$ cat config.mk
export PLATFORM = sky130hd
export DESIGN_NAME = fsc_ctrl
export DESIGN_NICKNAME = d
export VERILOG_FILES = /design/src/fsc_pkg.sv /design/src/fsc_ctrl.sv
export SDC_FILE = /design/constraint.sdc
export NUM_CORES = 1
export LEC_CHECK = 0
export BUFFER_PORTS_ARGS = -buffer_cell sky130_fd_sc_hd__buf_2
export CAP_MARGIN = 20
export CORE_MARGIN = 3
export CORE_UTILIZATION = 55
export CTS_BUF_LIST = sky130_fd_sc_hd__clkbuf_8 sky130_fd_sc_hd__clkbuf_16
export DETAILED_ROUTE_END_ITERATION = 8
export GPL_ROUTABILITY_DRIVEN = 0
export PLACE_DENSITY = 0.8
export SLEW_MARGIN = 20
export SYNTH_ARGS = -nofsm -noshare
export SYNTH_HDL_FRONTEND = slang
export SYNTH_SLANG_ARGS = --single-unit
$ cat constraint.sdc
create_clock -name i_clk -period 2 [get_ports i_clk]
set_input_delay 0.4 -clock i_clk [delete_from_list [all_inputs] [get_ports i_clk]]
set_output_delay 0.4 -clock i_clk [all_outputs]
set_load 0.02 [all_outputs]
$ cat src/fsc_pkg.sv
// shared types and constants of the frustum sphere culler
// no dependencies
package fsc_pkg;

    localparam logic        OP_LOAD   = 1'b0;
    localparam logic        OP_TEST   = 1'b1;
    localparam logic [1:0]  COL_LAST  = 2'd3;
    localparam logic [30:0] RAD_RESET = 31'd65536;
    localparam logic [46:0] SAT_MAG   = '1;

    typedef struct packed {
        logic       load_col;
        logic       capture;
        logic       build;
        logic       halve;
        logic       acc_clr;
        logic       sq_mul;
        logic       t_mul;
        logic       acc_add;
        logic       sqrt_init;
        logic       sqrt_step;
        logic       div_init;
        logic       div_step;
        logic       div_wr;
        logic       out_load;
        logic [2:0] plane;
        logic [1:0] coef;
    } t_cmd;

    typedef struct packed {
        logic reject;
        logic out_free;
    } t_sts;

endpackage

$ cat src/fsc_ctrl.sv
// controller state machine of the frustum sphere culler
// depends on fsc_pkg
module fsc_ctrl (
    input  logic         i_clk,
    input  logic         i_rst_n,
    input  logic         i_in_valid,
    output logic         o_in_ready,
    input  logic         i_opcode,
    input  logic [1:0]   i_column_index,
    input  logic         i_visible_in,
    input  fsc_pkg::t_sts i_sts,
    output fsc_pkg::t_cmd o_cmd
);
    import fsc_pkg::*;

    localparam logic [3:0] S_IDLE  = 4'd0;
    localparam logic [3:0] S_BUILD = 4'd1;
    localparam logic [3:0] S_HALVE = 4'd2;
    localparam logic [3:0] S_SQM   = 4'd3;
    localparam logic [3:0] S_SQA   = 4'd4;
    localparam logic [3:0] S_SQI   = 4'd5;
    localparam logic [3:0] S_SQRT  = 4'd6;
    localparam logic [3:0] S_DIVI  = 4'd7;
    localparam logic [3:0] S_DIVS  = 4'd8;
    localparam logic [3:0] S_DIVW  = 4'd9;
    localparam logic [3:0] S_TMUL  = 4'd10;
    localparam logic [3:0] S_TACC  = 4'd11;
    localparam logic [3:0] S_TCMP  = 4'd12;
    localparam logic [3:0] S_TOUT  = 4'd13;

    localparam logic [2:0] LAST_PLANE = 3'd5;
    localparam logic [1:0] LAST_NRM   = 2'd2;
    localparam logic [1:0] LAST_COEF  = 2'd3;
    localparam logic [5:0] SQRT_LAST  = 6'd31;
    localparam logic [5:0] DIV_LAST   = 6'd62;

    logic [3:0] r_state, n_state;
    logic [2:0] r_plane, n_plane;
    logic [1:0] r_coef, n_coef;
    logic [5:0] r_step, n_step;

    assign o_in_ready = (r_state == S_IDLE);

    always_comb begin
        n_state = r_state;
        n_plane = r_plane;
        n_coef  = r_coef;
        n_step  = r_step;
        o_cmd   = '0;
        o_cmd.plane = r_plane;
        o_cmd.coef  = r_coef;
        unique case (r_state)
            S_IDLE: begin
                if (i_in_valid) begin
                    if (i_opcode == OP_LOAD) begin
                        o_cmd.load_col = 1'b1;
                        if (i_column_index == COL_LAST) begin
                            n_plane = '0;
                            n_state = S_BUILD;
                        end
                    end else if (i_visible_in) begin
                        o_cmd.capture = 1'b1;
                        o_cmd.acc_clr = 1'b1;
                        n_plane = '0;
                        n_coef  = '0;
                        n_state = S_TMUL;
                    end
                end
            end
            S_BUILD: begin
                o_cmd.build   = 1'b1;
                o_cmd.acc_clr = 1'b1;
                n_state = S_HALVE;
            end
            S_HALVE: begin
                o_cmd.halve = 1'b1;
                n_coef  = '0;
                n_state = S_SQM;
            end
            S_SQM: begin
                o_cmd.sq_mul = 1'b1;
                n_state = S_SQA;
            end
            S_SQA: begin
                o_cmd.acc_add = 1'b1;
                if (r_coef == LAST_NRM) begin
                    n_state = S_SQI;
                end else begin
                    n_coef  = r_coef + 2'd1;
                    n_state = S_SQM;
                end
            end
            S_SQI: begin
                o_cmd.sqrt_init = 1'b1;
                n_step  = '0;
                n_state = S_SQRT;
            end
            S_SQRT: begin
                o_cmd.sqrt_step = 1'b1;
                n_step = r_step + 6'd1;
                if (r_step == SQRT_LAST) begin
                    n_coef  = '0;
                    n_state = S_DIVI;
                end
            end
            S_DIVI: begin
                o_cmd.div_init = 1'b1;
                n_step  = '0;
                n_state = S_DIVS;
            end
            S_DIVS: begin
                o_cmd.div_step = 1'b1;
                n_step = r_step + 6'd1;
                if (r_step == DIV_LAST) begin
                    n_state = S_DIVW;
                end
            end
            S_DIVW: begin
                o_cmd.div_wr = 1'b1;
                if (r_coef == LAST_COEF) begin
                    if (r_plane == LAST_PLANE) begin
                        n_state = S_IDLE;
                    end else begin
                        n_plane = r_plane + 3'd1;
                        n_state = S_BUILD;
                    end
                end else begin
                    n_coef  = r_coef + 2'd1;
                    n_state = S_DIVI;
                end
            end
            S_TMUL: begin
                o_cmd.t_mul = 1'b1;
                n_state = S_TACC;
            end
            S_TACC: begin
                o_cmd.acc_add = 1'b1;
                if (r_coef == LAST_NRM) begin
                    n_state = S_TCMP;
                end else begin
                    n_coef  = r_coef + 2'd1;
                    n_state = S_TMUL;
                end
            end
            S_TCMP: begin
                if (i_sts.reject) begin
                    n_state = S_IDLE;
                end else if (r_plane == LAST_PLANE) begin
                    n_state = S_TOUT;
                end else begin
                    o_cmd.acc_clr = 1'b1;
                    n_plane = r_plane + 3'd1;
                    n_coef  = '0;
                    n_state = S_TMUL;
                end
            end
            S_TOUT: begin
                if (i_sts.out_free) begin
                    o_cmd.out_load = 1'b1;
                    n_state = S_IDLE;
                end
            end
            default: begin
                n_state = S_IDLE;
            end
        endcase
    end

    always_ff @(posedge i_clk) begin
        if (!i_rst_n) begin
            r_state <= S_IDLE;
            r_plane <= '0;
            r_coef  <= '0;
            r_step  <= '0;
        end else begin
            r_state <= n_state;
            r_plane <= n_plane;
            r_coef  <= n_coef;
            r_step  <= n_step;
        end
    end

endmodule

# After elaboration in Yosys (flattened, before gate mapping)
# Cells that the tools add are included.
op_classes:
  n_addsub: 3
  mul: 0
  div_mod_pow: 0
  magnitude_cmp: 0
  eq_ne: 32
  n_shift: 0
  muxes: 53
  bitwise_logic: 0
  reduce_logical: 10
op_table:
  columns: ["operator", "count"]
  rows:
  - ["4-bit one-hot mux with 14 select lines", 1]
  - ["3-bit 2-to-1 mux", 11]
  - ["4-bit 2-to-1 mux", 8]
  - ["4-bit equality test (second input constant)", 6]
  - ["2-bit 2-to-1 mux", 10]
  - ["1-bit 2-to-1 mux", 19]
  - ["2-bit inequality test (second input constant)", 9]
  - ["4-bit by 3-bit equality test with 1-bit output (second input constant)", 4]
  - ["2-bit one-hot mux with 6 select lines", 1]
  - ["6-bit one-hot mux with 2 select lines", 1]
  - ["6-bit AND reduction", 2]
  - ["3-bit one-hot mux with 3 select lines", 1]
  - ["9-bit AND reduction", 1]
  - ["4-bit by 2-bit equality test with 1-bit output (second input constant)", 2]
  - ["6-bit by 1-bit adder with 6-bit output (second input constant)", 1]
  - ["2-bit equality test (second input constant)", 3]
  - ["6-bit by 5-bit equality test with 1-bit output (second input constant)", 1]
  - ["6-bit equality test (second input constant)", 1]
  - ["6-bit nonzero test", 1]
  - ["2-bit OR reduction", 3]
  - ["4-bit by 1-bit equality test with 1-bit output (second input constant)", 1]
  - ["4-bit logical NOT", 1]
  - ["2-bit by 1-bit inequality test with 1-bit output (second input constant)", 2]
  - ["3-bit by 1-bit adder with 3-bit output (second input constant)", 1]
  - ["other kinds (7)", 7]
totals:
  register_bits: 15
  latchBits: 0
  ram_bits: 0
  romBits: 0
  inputBits: 9
  output_inout_bits: 20
  elab_cells: 102
  n_memories: 0

# Depth between registers and ports, before layout
depth:
  depth_word: 5
  ltp_mapped: 7
  mapped_depth_nobuf: 6

# Least setup slack after synthesis
# No wires, ideal clock.
synth_timing:
  path_type: "reg2out"
  from: "register r_state[2]"
  to: "output o_cmd[14] (netlist name)"
  arrival_time_ps: 1617
  required_time_ps: 1600
  path_slack_ps: -17
  path_stages_with_launch: 5
  n_path_buf: 1
  path_cell_list: "dfxtp_1 -> buf_2 -> nor4_2 -> nand2_1 -> o22ai_1"
synth_rtl:
  columns: ["element", "line", "rtl"]
  rows:
  - ["start: declaration", "fsc_ctrl.sv:37", "logic [3:0] r_state, n_state;"]
  - ["start signal: assignment", "fsc_ctrl.sv:176", "r_state <= n_state;"]
  - ["end: declaration", "fsc_ctrl.sv:12", "output fsc_pkg::t_cmd o_cmd"]

==> metrics.cfg <==
[worst_setup_path]
r2r_startpoint = r_coef[0]$_SDFFE_PN0P_
crit_path_end_kind = primary output
worst_ep_arrival_time_ns = 1.52
cp-start-kind = register
timing.critical_path.required_ns = 1.60
rr_endpoint = r_plane[1]$_SDFFE_PN0P_
critPathKind = reg2out
reg2reg_depth = 5
crit_path_max_fanout = 21
r2r_setup_slack_ns = 0.19
cp-startpoint = r_state[1]$_SDFFE_PN0P_

[clock_tree]
root_buffer = clkbuf_8
post_cts.repair.setup_buffers = 0
clkLatencyLatePin_ns = 0.25
ctsLongestPathBuffers = 2
clk_pin_slew_worst_paths_ns = 0.06
clock_tree_from_tritoncts = yes
cts.sinks = 15
tritoncts.num_buffers = 3
htree_num_levels = 1

[synth]
number_of_synthesis_warnings = 0
top_reg_cell_synth = dfxtp_1
synth_enable_flop_cells = 0
leading_cell_types_by_total_area_after_synthesis = dfxtp_1 (21%), nor2_1 (5.7%), ha_1 (5.2%)
commonest_cells_post_synth = nor2_1 (22), nand2_1 (17), dfxtp_1 (15)
synthesis.instances = 195
ys_ff_latch = 15
cell_taking_the_most_area_after_synthesis = dfxtp_1
synth_fp_nets = 210
yosysMostFrequentCell = nor2_1
yosys.cell_types.count = 57
post_synth_instance_area_sq_um = 1440
postSynthAreaPerCell_sq_um = 7.37
ys_async_sr_fraction_pct = 0
post_synth_top_area_share_pct = 20.9
post_synthesis_sequential_area_ratio_pct = 20.9

[sta]
timing_hold_violations_final = 0
setup_repair_after_global_routing_missed_its_margin = false
timing.final.setup_violations = 0
hold-worst-slack_ns = 0.486
clock.fmax_mhz = 520
relSlewSlack_pct = 60.9
finalWorstPathRequiredPeriod_ns = 1.92
setup_tns_ns = 0
report.final.slew_viol_count = 0
post-route-worst-setup-slack_ns = 0.0762
slew_at_the_pin_closest_to_its_max_slew_limit_ns = 0.583
finClkSkew_ns = 0.00247
layout_worst_path_cycle_share_pct = 96.2

[hold_path]
min_delay_path_depth = 2
hold_end = r_plane[1]$_SDFFE_PN0P_
hold_path_startpoint = r_plane[1]$_SDFFE_PN0P_
min_path_type = reg2reg

[layout]
area_growth_pct = 18.7
filler_cell_count = 194
final_cell_utilization_of_the_core_pct = 72.9
diodes = 0
register_area_sq_um = 310
multiInputGateArea_sq_um = 1040
nNetsFinal = 239
final_layout_size_suffix_gt1_share_pct = 26.5

[placement]
preCtsSetupSlack_ns = 0.0543
place_hpwl_mm = 3.06
place.port_buffers = 28

[floorplan]
floorplan.die_area_sq_um = 3260
io-pin-count = 29
die_height_um = 57.1
initial_core_util_pct = 61.4
placement_rows = 17
fp.dieW_um = 57.1
core_region_area_sq_um = 2340

[grt]
global_route.usage.total_pct = 26.0
grt_antenna_before_repair = 0
grt_overflow = 0
grt_max_degree = 22
grt_first_pass_wirelength_mm = 6.86
number_of_global_route_vias_before_repair = 1447

[run]
max_cap_violations = 0

[detailed_routing]
first_iter_violations = 166
finalWirelength_mm = 4.15
drc = 0
route.detailed.vias_per_inst = 6.44
dr_total_vias = 1617
first_pass_iters = 5
detail_route.wl_per_cell_um = 16.5
route.antenna.remaining_nets = 0

[power]
power.density_nw_per_um2 = 1230
internal-power_mw = 1.04
comb_power_share_pct = 63.2
worst_ir_drop_vdd_mv = 0.808
clockPowerShare_pct = 12.0
switching_share_pct = 50.1
power.switching_mw = 1.05
total_power_mw = 2.09
cellLeakagePower_nw = 0.707
p_seq_share_pct = 24.8

[status]
status = finished clean

==> kinds of logic (layout without fill, tap and decap cells) <==
logic type | count (synthesis) | count (layout) | synth area share, %
flops | 15 | 15 | 20.9
fa+ha+maj | 6 | 6 | 5.22
compound gates | 47 | 47 | 23.9
buf+inv | 25 | 53 | 7.83
xor+xnor | 1 | 1 | 1.13
simple gates | 96 | 96 | 37.4
mux | 5 | 5 | 3.57
==> sequential cells by signal, summed over array words and instances (netlist names) <==
register,flops
r_state,4
r_plane,3
r_coef,2
r_step,6
==> through the flow <==
stage               cells  area [sq um]
global placement      247          1640
floorplan             195          1450
global route          251          1710
detailed placement    247          1640
finish                251          1710
CTS                   251          1700
==> worst max-delay path, cell delays in order (launching register included) <==
cell	delay (ns)
dfxtp_2	0.44
nor4_4	0.36
nand2_1	0.15
o22ai_1	0.17
buf_4	0.17
==> routing by layer <==
layer	global-route usage [%]	routed length, um	vias to the layer above
li1	-	-	773
met1	34.2	1680	733
met2	42.1	1920	101
met3	6.56	465	10
met4	6.95	80	0
met5	0	0	-
==> what timing repair did <==
item / 4_1_cts / 5_1_grt
cloned: 0 / 0
hold endpoints to repair: 0 / 0
resized for setup: 6 / 4
hold buffers: 0 / 0
setup endpoints to repair: 10 / 4
pin swaps: 0 / 2
==> area by class of cell <==
type                            instances  area share, %
Timing Repair Buffer                   39           13.9
Tap cell                               28           2.05
Inverter                               10           2.20
Clock buffer                            3           2.42
Multi-Input combinational cell        155           61.0
Sequential cell                        15           18.2
Clock inverter                          1          0.220
==> worst max-delay path by stage <==
stage          depth (start not counted)  slack (ns)                      end
3_5_place_dp                           4        0.05  r_plane[1]$_SDFFE_PN0P_
3_3_place_gp                           4        0.18  r_plane[1]$_SDFFE_PN0P_
4_1_cts                                7       0.006                o_cmd[14]
6_report                               4        0.08                o_cmd[14]
5_1_grt                                4       0.002                o_cmd[14]
2_1_floorplan                          6        0.13                o_cmd[14]
==> power groups by stage <==
stage	logic, mW	registers (mW)	clock network [mW]
CTS	1.29	0.511	0.248
finish	1.32	0.519	0.250
global route	1.44	0.533	0.266
floorplan	1.05	0.387	0
detailed placement	1.28	0.512	0
global placement	1.23	0.505	0
==> cell usage in the layout, fill, tap and decap left out, drive strengths merged, types with 2 or more instances in the layout <==
cell and instances:
buf 39, nor2 22, nand2 17, dfxtp 15
nor3 13, inv 11, a21oi 8, nand2b 6
o211ai 6, o21ai 6, ha 6, nand3 5
o22ai 4, nand3b 4, mux2i 4, nor3b 4
nand4 3, clkbuf 3, or2 3, nor4 3
a21o 2, or3b 2, o22a 2, nor2b 2
and2 2, nand4b 2, o311ai 2, a221oi 2
o31ai 2, and3 2, o211a 2
(Power assumes the default switching activity.)
